$ cat src/hdl/jsu_pkg.sv
// Shared types and constants for the JSON string unescaper.
package jsu_pkg;

  localparam logic [7:0] QUOTE_CHAR     = 8'h22;
  localparam logic [7:0] BACKSLASH_CHAR = 8'h5C;
  localparam logic [7:0] U_CHAR         = 8'h75;

  localparam logic [2:0] KIND_DATA         = 3'd0;
  localparam logic [2:0] KIND_CLOSED       = 3'd1;
  localparam logic [2:0] KIND_EXPECT_QUOTE = 3'd2;
  localparam logic [2:0] KIND_BAD_UNICODE  = 3'd3;
  localparam logic [2:0] KIND_UNTERMINATED = 3'd4;

  localparam int unsigned MAX_RES = 4;

  typedef enum logic [3:0] {
    PH_WAIT = 4'b0001,
    PH_STR  = 4'b0010,
    PH_ESC  = 4'b0100,
    PH_HEX  = 4'b1000
  } phase_t;

  typedef struct packed {
    logic [2:0]                 cnt;
    logic [MAX_RES-1:0][7:0]    bytes;
    logic [MAX_RES-1:0][2:0]    kinds;
  } grp_t;

endpackage

$ cat src/hdl/jsu_decode.sv
// Parser state registers and the decoder that turns one source byte into a result group.
module jsu_decode
  import jsu_pkg::*;
(
  input  logic       clk,
  input  logic       rst_n,
  input  logic       in_acc,
  input  logic [7:0] in_byte,
  input  logic       in_is_last,
  output grp_t       grp
);

  phase_t      ph_r, ph_nxt;
  logic [1:0]  hcnt_r, hcnt_nxt;
  logic [15:0] acc_r, acc_nxt;
  logic        stop_r, stop_nxt;

  logic        hex_ok;
  logic [3:0]  hex_val;
  logic        is_ws;
  logic [7:0]  esc_val;
  logic [15:0] cp;
  logic [1:0]  k;
  logic [2:0]  last_kind;
  logic        clr;

  always_comb begin
    hex_ok  = 1'b1;
    hex_val = 4'd0;
    if (in_byte >= 8'h30 && in_byte <= 8'h39) begin
      hex_val = in_byte[3:0];
    end else if ((in_byte >= 8'h61 && in_byte <= 8'h66) ||
                 (in_byte >= 8'h41 && in_byte <= 8'h46)) begin
      hex_val = in_byte[3:0] + 4'd9;
    end else begin
      hex_ok = 1'b0;
    end
  end

  assign is_ws = (in_byte == 8'h20) || (in_byte == 8'h09) ||
                 (in_byte == 8'h0A) || (in_byte == 8'h0D);

  always_comb begin
    case (in_byte)
      8'h62:   esc_val = 8'h08;
      8'h66:   esc_val = 8'h0C;
      8'h6E:   esc_val = 8'h0A;
      8'h72:   esc_val = 8'h0D;
      8'h74:   esc_val = 8'h09;
      default: esc_val = in_byte;
    endcase
  end

  always_comb begin
    grp      = '0;
    ph_nxt   = ph_r;
    hcnt_nxt = hcnt_r;
    acc_nxt  = acc_r;
    stop_nxt = stop_r;
    cp       = acc_r;
    k        = 2'd0;
    case (ph_r)
      PH_WAIT: begin
        if (in_byte == QUOTE_CHAR) begin
          ph_nxt = PH_STR;
          if (in_is_last) begin
            grp.cnt      = 3'd1;
            grp.kinds[0] = KIND_UNTERMINATED;
          end
        end else if (!is_ws || in_is_last) begin
          grp.cnt      = 3'd1;
          grp.kinds[0] = KIND_EXPECT_QUOTE;
        end
      end
      PH_STR: begin
        if (in_byte == QUOTE_CHAR) begin
          grp.cnt      = 3'd1;
          grp.kinds[0] = KIND_CLOSED;
          ph_nxt       = PH_WAIT;
        end else if (in_byte == BACKSLASH_CHAR && !in_is_last) begin
          ph_nxt = PH_ESC;
        end else begin
          grp.bytes[0] = in_byte;
          grp.kinds[0] = KIND_DATA;
          grp.kinds[1] = KIND_UNTERMINATED;
          grp.cnt      = in_is_last ? 3'd2 : 3'd1;
        end
      end
      PH_ESC: begin
        if (in_byte == U_CHAR) begin
          ph_nxt   = PH_HEX;
          hcnt_nxt = 2'd0;
          acc_nxt  = 16'd0;
          stop_nxt = 1'b0;
          if (in_is_last) begin
            grp.cnt      = 3'd1;
            grp.kinds[0] = KIND_BAD_UNICODE;
          end
        end else begin
          ph_nxt       = PH_STR;
          grp.bytes[0] = esc_val;
          grp.kinds[0] = KIND_DATA;
          grp.kinds[1] = KIND_UNTERMINATED;
          grp.cnt      = in_is_last ? 3'd2 : 3'd1;
        end
      end
      PH_HEX: begin
        if (!stop_r && hex_ok) begin
          cp = {acc_r[11:0], hex_val};
        end else begin
          stop_nxt = 1'b1;
        end
        acc_nxt = cp;
        if (hcnt_r == 2'd3) begin
          if (cp < 16'd128) begin
            grp.bytes[0] = cp[7:0];
            k            = 2'd1;
          end else if (cp < 16'd2048) begin
            grp.bytes[0] = {3'b110, cp[10:6]};
            grp.bytes[1] = {2'b10, cp[5:0]};
            k            = 2'd2;
          end else begin
            grp.bytes[0] = {4'b1110, cp[15:12]};
            grp.bytes[1] = {2'b10, cp[11:6]};
            grp.bytes[2] = {2'b10, cp[5:0]};
            k            = 2'd3;
          end
          grp.kinds[k] = KIND_UNTERMINATED;
          grp.cnt      = {1'b0, k} + {2'b00, in_is_last};
          ph_nxt       = PH_STR;
          hcnt_nxt     = 2'd0;
          acc_nxt      = 16'd0;
          stop_nxt     = 1'b0;
        end else begin
          hcnt_nxt = hcnt_r + 2'd1;
          if (in_is_last) begin
            grp.cnt      = 3'd1;
            grp.kinds[0] = KIND_BAD_UNICODE;
          end
        end
      end
      default: begin
        ph_nxt = PH_WAIT;
      end
    endcase
  end

  assign last_kind = grp.kinds[grp.cnt[1:0] - 2'd1];
  assign clr = in_is_last || ((grp.cnt != 3'd0) && (last_kind != KIND_DATA));

  always_ff @(posedge clk) begin
    if (!rst_n) begin
      ph_r   <= PH_WAIT;
      hcnt_r <= 2'd0;
      acc_r  <= 16'd0;
      stop_r <= 1'b0;
    end else if (in_acc) begin
      if (clr) begin
        ph_r   <= PH_WAIT;
        hcnt_r <= 2'd0;
        acc_r  <= 16'd0;
        stop_r <= 1'b0;
      end else begin
        ph_r   <= ph_nxt;
        hcnt_r <= hcnt_nxt;
        acc_r  <= acc_nxt;
        stop_r <= stop_nxt;
      end
    end
  end

endmodule

$ cat src/hdl/jsu_emit.sv
// Result group register that hands out the group's results one per cycle while out_ready is high.
module jsu_emit
  import jsu_pkg::*;
(
  input  logic       clk,
  input  logic       rst_n,
  input  logic       grp_load,
  input  grp_t       grp,
  output logic       grp_free,
  output logic       out_valid,
  input  logic       out_ready,
  output logic [7:0] out_byte,
  output logic [2:0] out_kind,
  output logic       out_last
);

  grp_t       grp_r;
  logic [2:0] cnt_r;
  logic [1:0] idx_r;
  logic       pop;

  assign out_valid = (cnt_r != 3'd0);
  assign out_last  = out_valid && (idx_r == (cnt_r[1:0] - 2'd1));
  assign out_byte  = grp_r.bytes[idx_r];
  assign out_kind  = grp_r.kinds[idx_r];
  assign pop       = out_valid && out_ready;
  assign grp_free  = !out_valid || (pop && out_last);

  always_ff @(posedge clk) begin
    if (!rst_n) begin
      cnt_r <= 3'd0;
      idx_r <= 2'd0;
    end else if (grp_load) begin
      cnt_r <= grp.cnt;
      idx_r <= 2'd0;
    end else if (pop) begin
      if (out_last) begin
        cnt_r <= 3'd0;
        idx_r <= 2'd0;
      end else begin
        idx_r <= idx_r + 2'd1;
      end
    end
  end

  always_ff @(posedge clk) begin
    if (grp_load) begin
      grp_r <= grp;
    end
  end

endmodule

$ cat src/hdl/json_string_unescaper_utf8.sv
// Top level of the JSON string unescaper with UTF-8 output.
// A result is registered and appears in the cycle after the request that causes it.
// Throughput: one request per cycle while each causes at most one result and out_ready is high; a
// request that causes n results (n up to 4) holds the result register until all n have left.
// Reset: synchronous, active low; clears the parser phase, hex state and result group.
module json_string_unescaper_utf8
  import jsu_pkg::*;
(
  input  logic       clk,
  input  logic       rst_n,
  input  logic       in_valid,
  output logic       in_ready,
  input  logic [7:0] in_byte,
  input  logic       in_is_last,
  output logic       out_valid,
  input  logic       out_ready,
  output logic [7:0] out_byte,
  output logic [2:0] out_kind,
  output logic       out_last
);

  grp_t grp;
  logic grp_free;
  logic in_acc;

  assign in_ready = grp_free;
  assign in_acc   = in_valid && in_ready;

  jsu_decode u_decode (
    .clk        (clk),
    .rst_n      (rst_n),
    .in_acc     (in_acc),
    .in_byte    (in_byte),
    .in_is_last (in_is_last),
    .grp        (grp)
  );

  jsu_emit u_emit (
    .clk       (clk),
    .rst_n     (rst_n),
    .grp_load  (in_acc),
    .grp       (grp),
    .grp_free  (grp_free),
    .out_valid (out_valid),
    .out_ready (out_ready),
    .out_byte  (out_byte),
    .out_kind  (out_kind),
    .out_last  (out_last)
  );

  a_idle_ready: assert property (@(posedge clk) disable iff (!rst_n)
    !out_valid |-> in_ready)
    else $error("Input stalled with no result pending.");

  a_err_is_last: assert property (@(posedge clk) disable iff (!rst_n)
    (out_valid && out_kind != KIND_DATA) |-> out_last)
    else $error("Non-data result is not the last of its group.");

  a_last_pop_ready: assert property (@(posedge clk) disable iff (!rst_n)
    (out_valid && out_ready && out_last) |-> in_ready)
    else $error("Input not ready while the final result of a group leaves.");

endmodule

$ cat config.mk
export PLATFORM = sky130hd
export DESIGN_NAME = json_string_unescaper_utf8
export DESIGN_NICKNAME = d
export VERILOG_FILES = /design/src/hdl/jsu_pkg.sv /design/src/hdl/jsu_decode.sv /design/src/hdl/jsu_emit.sv /design/src/hdl/json_string_unescaper_utf8.sv
export SDC_FILE = /design/constraint.sdc
export NUM_CORES = 1
export LEC_CHECK = 0
export BUFFER_PORTS_ARGS = -buffer_cell sky130_fd_sc_hd__buf_2
export CAP_MARGIN = 20
export CELL_PAD_IN_SITES_DETAIL_PLACEMENT = 0
export CELL_PAD_IN_SITES_GLOBAL_PLACEMENT = 1
export CORE_AREA = 3 3 100 102
export DETAILED_ROUTE_END_ITERATION = 10
export DIE_AREA = 0 0 103 105
export GPL_TIMING_DRIVEN = 0
export PLACE_DENSITY = 0.92
export SLEW_MARGIN = 20
export SYNTH_ARGS = -nofsm -noshare
export SYNTH_HDL_FRONTEND = slang
export SYNTH_HIERARCHICAL = 1
export SYNTH_SLANG_ARGS = --single-unit
$ cat constraint.sdc
create_clock -name clk -period 4.9 [get_ports clk]
set_input_delay 0.245 -clock clk [delete_from_list [all_inputs] [get_ports clk]]
set_output_delay 0.245 -clock clk [all_outputs]
set_load 0.02 [all_outputs]
# Word-level counts from Yosys, hierarchy flattened
# Cells that the tools add are included.
[op_classes]
addsub = 6
magnitude_cmp = 12
n_eq_ne = 23
n_mux = 73
bitwise_logic = 3
n_reduce_logical = 35
[op_table]
columns = ["cell", "n"]
rows = [
  ["2-to-1 mux 16 bit", 5],
  ["== test 8 x 7 -> 1 bit, second input constant", 7],
  ["2-to-1 mux 3 bit", 18],
  ["2-to-1 mux 8 bit", 6],
  ["case mux 8 bit (5 select lines)", 1],
  ["2-to-1 mux 4 bit", 8],
  ["case mux 16 bit (2 select lines)", 1],
  ["== test 8 x 4 -> 1 bit, second input constant", 3],
  ["case mux 3 bit (4 select lines)", 2],
  ["case mux 8 bit (3 select lines)", 1],
  ["2-to-1 mux 2 bit", 10],
  ["2-to-1 mux 17 bit", 1],
  ["binary-select mux 8 bit (select 2 bit)", 1],
  ["== test 8 x 6 -> 1 bit, second input constant", 2],
  [">= comparator 8 x 7 -> 1 bit, second input constant", 2],
  ["<= comparator 8 x 7 -> 1 bit, second input constant", 2],
  ["< comparator 16 x 12 -> 1 bit, second input constant", 1],
  ["< comparator 16 x 8 -> 1 bit, second input constant", 1],
  ["case mux 4 bit (4 select lines)", 1],
  ["2-to-1 mux 14 bit", 1],
  ["binary-select mux 3 bit (select 2 bit)", 2],
  ["2-to-1 mux 6 bit", 2],
  ["nonzero test 3 bit", 4],
  ["logical AND 1 bit", 11],
  ["32 further kinds", 59],
]
[word_totals]
register_bits = 64
inputBits = 13
output_inout_bits = 14
elab_cells = 166

# Logic depth before layout (Yosys ltp)
[depth]
word_depth = 26
mapped_depth = 21
ltp_nobuf = 18

# Cells and area by module
# The synthesis kept the hierarchy.
[modules_own_cells]
columns = ["module", "instances", "cells_per_inst", "area_each_um2"]
rows = [
  ["jsu_decode", 1, 344, 2565.0],
  ["jsu_emit", 1, 98, 1933.1],
  ["json_string_unescaper_utf8", 1, 1, 6.3],
]

# Worst setup path after synthesis
# Ideal clock, no wire load.
[synth_path]
kind = "input-to-reg"
startpoint = "input port in_byte[1]"
endpoint = "register u_decode.hcnt_r[1]"
setup_time_ns = 0.130
arrival_ns = 3.844
required_ns = 4.770
setup_slack_ns = 0.927
cell_stages = 19
path_cell_list = "inv_1 > ha_1 > o21bai_1 > a211oi_1 > or2_2 > buf_4 > a21o_1 > buf_2 > nand2_1 > ha_1 > mux2_2 > a22o_1 > nor2_1 > and3_1 > ha_1 > a221o_2 > o211ai_2 > buf_4 > o211ai_1"
[synth_via]
elab_chain_cells = 26
[synth_rtl]
columns = ["item", "line_no", "text"]
rows = [
  ["start: declaration", "json_string_unescaper_utf8.sv:13", "input logic [7:0] in_byte,"],
  [">= comparator 8 x 7 -> 1 bit, or another cell as far along", "jsu_decode.sv:32", "end else if ((in_byte >= 8'h61 && in_byte <= 8'h66) ||"],
  ["logical AND 1 bit (on tied branches)", "jsu_decode.sv:32, jsu_decode.sv:33", ""],
  ["logical OR 1 bit", "jsu_decode.sv:32", ""],
  ["2-to-1 mux 1 bit", "jsu_decode.sv:32", ""],
  ["2-to-1 mux 1 bit", "jsu_decode.sv:30", "if (in_byte >= 8'h30 && in_byte <= 8'h39) begin"],
  ["logical AND 1 bit", "jsu_decode.sv:108", "if (!stop_r && hex_ok) begin"],
  ["2-to-1 mux 16 bit", "jsu_decode.sv:108", ""],
  ["2-to-1 mux 16 bit", "jsu_decode.sv:62", "case (ph_r)"],
  ["[... 10 more ...]", "-", ""],
  ["case mux 3 bit (4 select lines), or another cell as far along", "jsu_decode.sv:62", ""],
  ["binary-select mux 3 bit (select 2 bit)", "jsu_decode.sv:148", "assign last_kind = grp.kinds[grp.cnt[1:0] - 2'd1];"],
  ["2-to-1 mux 3 bit (implied by the code)", "jsu_decode.sv:148", ""],
  ["nonzero test 3 bit", "jsu_decode.sv:149", "assign clr = in_is_last || ((grp.cnt != 3'd0) && (last_kind != KIND_DATA));"],
  ["logical AND 1 bit", "jsu_decode.sv:149", ""],
  ["logical OR 1 bit", "jsu_decode.sv:149", ""],
  ["inequality test 3 x 1 -> 1 bit (no source line) / nonzero test 3 bit (equally long branches)", "-", ""],
  ["AND reduction 3 bit (no source line)", "-", ""],
  ["end signal: assignment", "jsu_decode.sv:165", "hcnt_r <= hcnt_nxt;"],
  ["end: declaration", "jsu_decode.sv:14", "logic [1:0] hcnt_r, hcnt_nxt;"],
]
# Parallel ways exist; a longest one is shown, timed or not. The select of a mux whose other input is x is not followed.
# A chain may end at the register's enable or synchronous reset.

# Worst setup path in the final report
[layout_path]
startpoint = "input port in_byte[1]"
endpoint = "register u_decode.acc_r[11]"
[layout_via]
elab_chain_cells = 26
[layout_rtl]
columns = ["item", "line_no", "text"]
rows = [
  [">= comparator 8 x 7 -> 1 bit, or another cell as far along", "jsu_decode.sv:32", ""],
  ["logical AND 1 bit (on tied branches)", "jsu_decode.sv:32, jsu_decode.sv:33", ""],
  ["logical OR 1 bit", "jsu_decode.sv:32", ""],
  ["2-to-1 mux 1 bit", "jsu_decode.sv:32", ""],
  ["2-to-1 mux 1 bit", "jsu_decode.sv:30", ""],
  ["logical AND 1 bit", "jsu_decode.sv:108", ""],
  ["2-to-1 mux 16 bit", "jsu_decode.sv:108", ""],
  ["2-to-1 mux 16 bit", "jsu_decode.sv:62", ""],
  ["[... 10 more ...]", "-", ""],
  ["case mux 3 bit (4 select lines), or another cell as far along", "jsu_decode.sv:62", ""],
  ["binary-select mux 3 bit (select 2 bit)", "jsu_decode.sv:148", ""],
  ["2-to-1 mux 3 bit (implied by the code)", "jsu_decode.sv:148", ""],
  ["nonzero test 3 bit", "jsu_decode.sv:149", ""],
  ["logical AND 1 bit", "jsu_decode.sv:149", ""],
  ["logical OR 1 bit", "jsu_decode.sv:149", ""],
  ["inequality test 3 x 1 -> 1 bit (no source line) / nonzero test 3 bit (equally long branches)", "-", ""],
  ["AND reduction 3 bit (no source line)", "-", ""],
  ["end signal: assignment", "jsu_decode.sv:166", "acc_r <= acc_nxt;"],
  ["end: declaration", "jsu_decode.sv:15", "logic [15:0] acc_r, acc_nxt;"],
]
# Parallel ways exist; a longest one is shown, timed or not. The select of a mux whose other input is x is not followed.

==> reports/results.tsv <==
stage	metric	value	unit
outcome	status	completed	
global_route	grt_pass1_vias	3531	
final_layout	diodes	0	
die	fp.dieH	105	microns
worst_setup_path	end_kind	flip-flop	
hold_path	min_path_type	in -> reg	
synth	yosys_warnings	6	
power	irDropWorstVdd	0.1389	mV
global_route	grt_pass1_wl	17.79	mm
sta	tns	0	ns
synth	synth.yosys.seq_area_share	41.78	%
synth	ys_types	79	
final_layout	postLayoutCellArea	5034	sq um
sta	fin_skew	0.01463	ns
cts	postCtsSetupBuffers	0	
final_layout	regArea	1882	sq um
route	wl	11.12	mm
synth	ys_ff_latch	72	
die	rows	35	
route	vias_per_cell	6.039	
sta	finalCriticalPeriod	4.522	ns
final_layout	final_nets	519	
cts	max-clock-path-buffers	2	
worst_setup_path	worst_path_dominant_cell_family	compound AO/OA/AOI/OAI gates	
worst_setup_path	worst_setup_path_start_kind	input pin	
sta	slew_violations	0	
sta	worst_pin_slew	0.9490	ns
synth	synthXorXnorAreaFrac	1.500	%
cts	cts_resized	0	
die	start_util	48.98	%
final_layout	nFillCells	824	
placed_design	placed_area	4846	sq um
worst_setup_path	arrival	4.74	ns
power	p_leak	1.881	nW
synth	synthAdderAreaFrac	3.056	%
placed_design	port_buffers	25	
synth	ys_async_sr_fraction	0	%
route	via_count	3690	
cts	h-tree-depth	3	
route	first_pass_iters	6	
worst_setup_path	cpPeakStageDelay	0.62	ns
synth	synth_compound_area_share	19.89	%
global_route	antenna_found_initial	0	
sta	post-route-period-util	92.28	%
cts	cts_tree	yes	
worst_setup_path	path_buf_inv	4	
sta	max_freq	0.2211	GHz
global_route	grt_max_degree	37	
placed_design	dp_hpwl	8.345	mm
final_layout	drive_above_1_share	20.60	%
route	avgRoutedWirePerCell	18.19	microns
synth	synthFlopType	edfxtp_1	
placed_design	routabilityCongestion	0.9378	
cts	clock-sinks	72	
sta	hold_violations	0	
worst_setup_path	crit_slowest_cell	a211oi_1	
die	dieArea	10820	sq um
sta	setup_viol	0	
route	drc	0	
cts	insertion_delay	0.35	ns
worst_setup_path	worstPathRequired	5.12	ns
worst_setup_path	worstSetupPathType	in -> reg	
worst_setup_path	path_cells	buf_2 > inv_1 > ha_1 > o21bai_1 > a211oi_1 > or2_2 > buf_4 > a21o_1 > buf_2 > nand2_1 > ha_1 > mux2_2 > a22o_1 > nor2_1 > and3_1 > ha_1 > a31o_2 > o31ai_4 > a21oi_1 > o21ai_0	
flow_run	cap_violations	0	
power	pwr_density_cell	293.1	nW/um^2
synth	postSynthCellCount	443	
global_route	grt_usage	21.13	%
cts	cts.reportedPaths.clkPinSlew	0.08	ns
sta	rsz0062_at_grt	false	
cts	cts-buffers-inserted	9	
worst_setup_path	cp_max_fo	10	
die	die_w	103	microns
cts	clock-root-buffer	clkbuf_8	
route	antenna_left	0	
sta	slew_headroom	36.15	%
global_route	overflow	0	
synth	syn_area	4504	sq um
final_layout	multi_input_area	2347	sq um
final_layout	synthToLayoutAreaGrowth	11.75	%
route	drt_iter0_markers	414	
synth	synth_mux_area_share	8.750	%
synth	synth_edf_count	44	
synth	synth_top_family_by_area	compound AO/OA/AOI/OAI gates	
worst_setup_path	crit_top_cell	ha_1	
synth	synth.avg_cell_area	10.17	sq um
die	core-area	9196	sq um
cts	cts-hold-fix-buffers	0	
die	ios	27	
synth	yosys.area_share.simple	17.56	%
[cell type report]
| cell class | count | share of cell area, % |
|---|---|---|
| Multi-Input combinational cell | 321 | 46.63 |
| Sequential cell | 72 | 37.38 |
| Buffer | 41 | 4.822 |
| Timing Repair Buffer | 26 | 2.883 |
| Inverter | 24 | 1.790 |
| Clock inverter | 7 | 1.268 |
| Tap cell | 111 | 2.759 |
| Clock buffer | 9 | 2.461 |
[logic make-up after synthesis]
| group | count (synthesis) |
|---|---|
| AOI/OAI and AO/OA | 125 |
| xor gates and xnor gates | 6 |
| adders and majority gates | 11 |
| buffers and inverters | 65 |
| DFF | 72 |
| muxes | 25 |
| other | 1 |
| and+or+nand+nor | 138 |
[per-layer routing]
metal	GRT usage [%]	share of wire (%)	wire length [microns]	vias to the layer above
met1	28.45	44	4859	1751
met2	33.73	48	5292	149
met4	8.326	2.3	256	0
met3	3.271	6.4	709	25
met5	0	0	0	-
li1	-	-	-	1765
[power breakdown]
group / internal, W / switching (W) / leakage [nW]
Sequential: 0.000709 / 0.0000171 / 0.654
Combinational: 0.000111 / 0.000187 / 1.14
Clock: 0.000195 / 0.000256 / 0.0903
Total: 0.00102 / 0.000460 / 1.88
[layout by cell type (no fill, tap or decap), types with 4 or more instances in the layout]
cell,Yosys,final
edfxtp_1,44,44
nand2_1,34,34
buf_2,8,33
dfxtp_1,28,28
a21oi_1,26,26
nor2_1,25,25
inv_1,23,23
buf_4,19,19
o21ai_0,16,16
conb_1,1,16
clkbuf_1,11,11
mux2i_1,11,11
ha_1,11,11
mux4_2,11,11
a31oi_1,10,10
clkbuf_8,0,9
o21ai_1,9,9
nand3_1,9,9
nand2b_1,7,7
and3_1,7,7
nor3_1,7,7
o31ai_1,7,7
nor2b_1,6,6
a21o_1,5,5
nor4_1,5,5
nor4b_1,5,5
o22ai_1,5,5
and2_1,5,4
nand3b_1,4,4
o221ai_1,4,4
[sequential cells by signal (all words and copies together) (netlist names)]
| signal | count |
|---|---|
| u_decode/ph_r | 4 |
| u_decode/stop_r | 1 |
| u_decode/hcnt_r | 2 |
| u_emit/grp_r | 44 |
| u_emit/idx_r | 2 |
| u_emit/cnt_r | 3 |
| u_decode/acc_r | 16 |
[worst paths after layout]
| path | from | to | slack (ns) | cells after the start |
|---|---|---|---|---|
| worst max register to register | u_decode/stop_r$_SDFFE_PN0P_ | u_decode/acc_r[11]$_SDFFE_PN0P_ | 0.48 | 17 |
| worst min register to register | u_decode/acc_r[14]$_SDFFE_PN0P_ | u_decode/acc_r[14]$_SDFFE_PN0P_ | 0.48 | 2 |
| worst max-delay path | in_byte[1] | u_decode/acc_r[11]$_SDFFE_PN0P_ | 0.38 | 20 |
| worst min-delay path | rst_n | u_emit/cnt_r[2]$_SDFFE_PN0P_ | 0.26 | 2 |
[stage by stage]
stage / power, W / util, % / worst slack (ns) / hold slack, ns / instances
floorplan: 0.0009502 / - / 0.9266 / 0.3625 / 458
detailed placement: 0.001039 / 52.69 / 0.1402 / 0.4702 / 595
finish: 0.001475 / 54.73 / 0.3781 / 0.2566 / 611
global placement: 0.001025 / 52.46 / 0.1448 / 0.4527 / 594
CTS: 0.001492 / 54.73 / 0.4638 / 0.2389 / 611
global route: 0.001549 / 54.73 / 0.04297 / 0.2510 / 611
[synthesized netlist by cell type (all sizes together) (6+ instances only)]
cell / number / area share [%]
nand2: 34 / 2.8
and3: 7 / 0.97
a21oi: 26 / 2.9
mux4: 11 / 5.5
clkbuf: 11 / 0.92
edfxtp: 44 / 29
a31oi: 10 / 1.4
nor3: 7 / 0.78
nand2b: 7 / 0.97
nor2b: 6 / 0.83
nor4b: 6 / 1.5
ha: 11 / 3.1
buf: 30 / 4.5
o21ai: 25 / 2.8
o31ai: 9 / 1.9
nor2: 25 / 2.1
nor4: 6 / 1.2
inv: 24 / 2.0
nand3: 9 / 1.0
and2: 6 / 0.83
dfxtp: 28 / 12
mux2i: 12 / 2.8
Note: power is estimated with default switching activity, not from simulation.
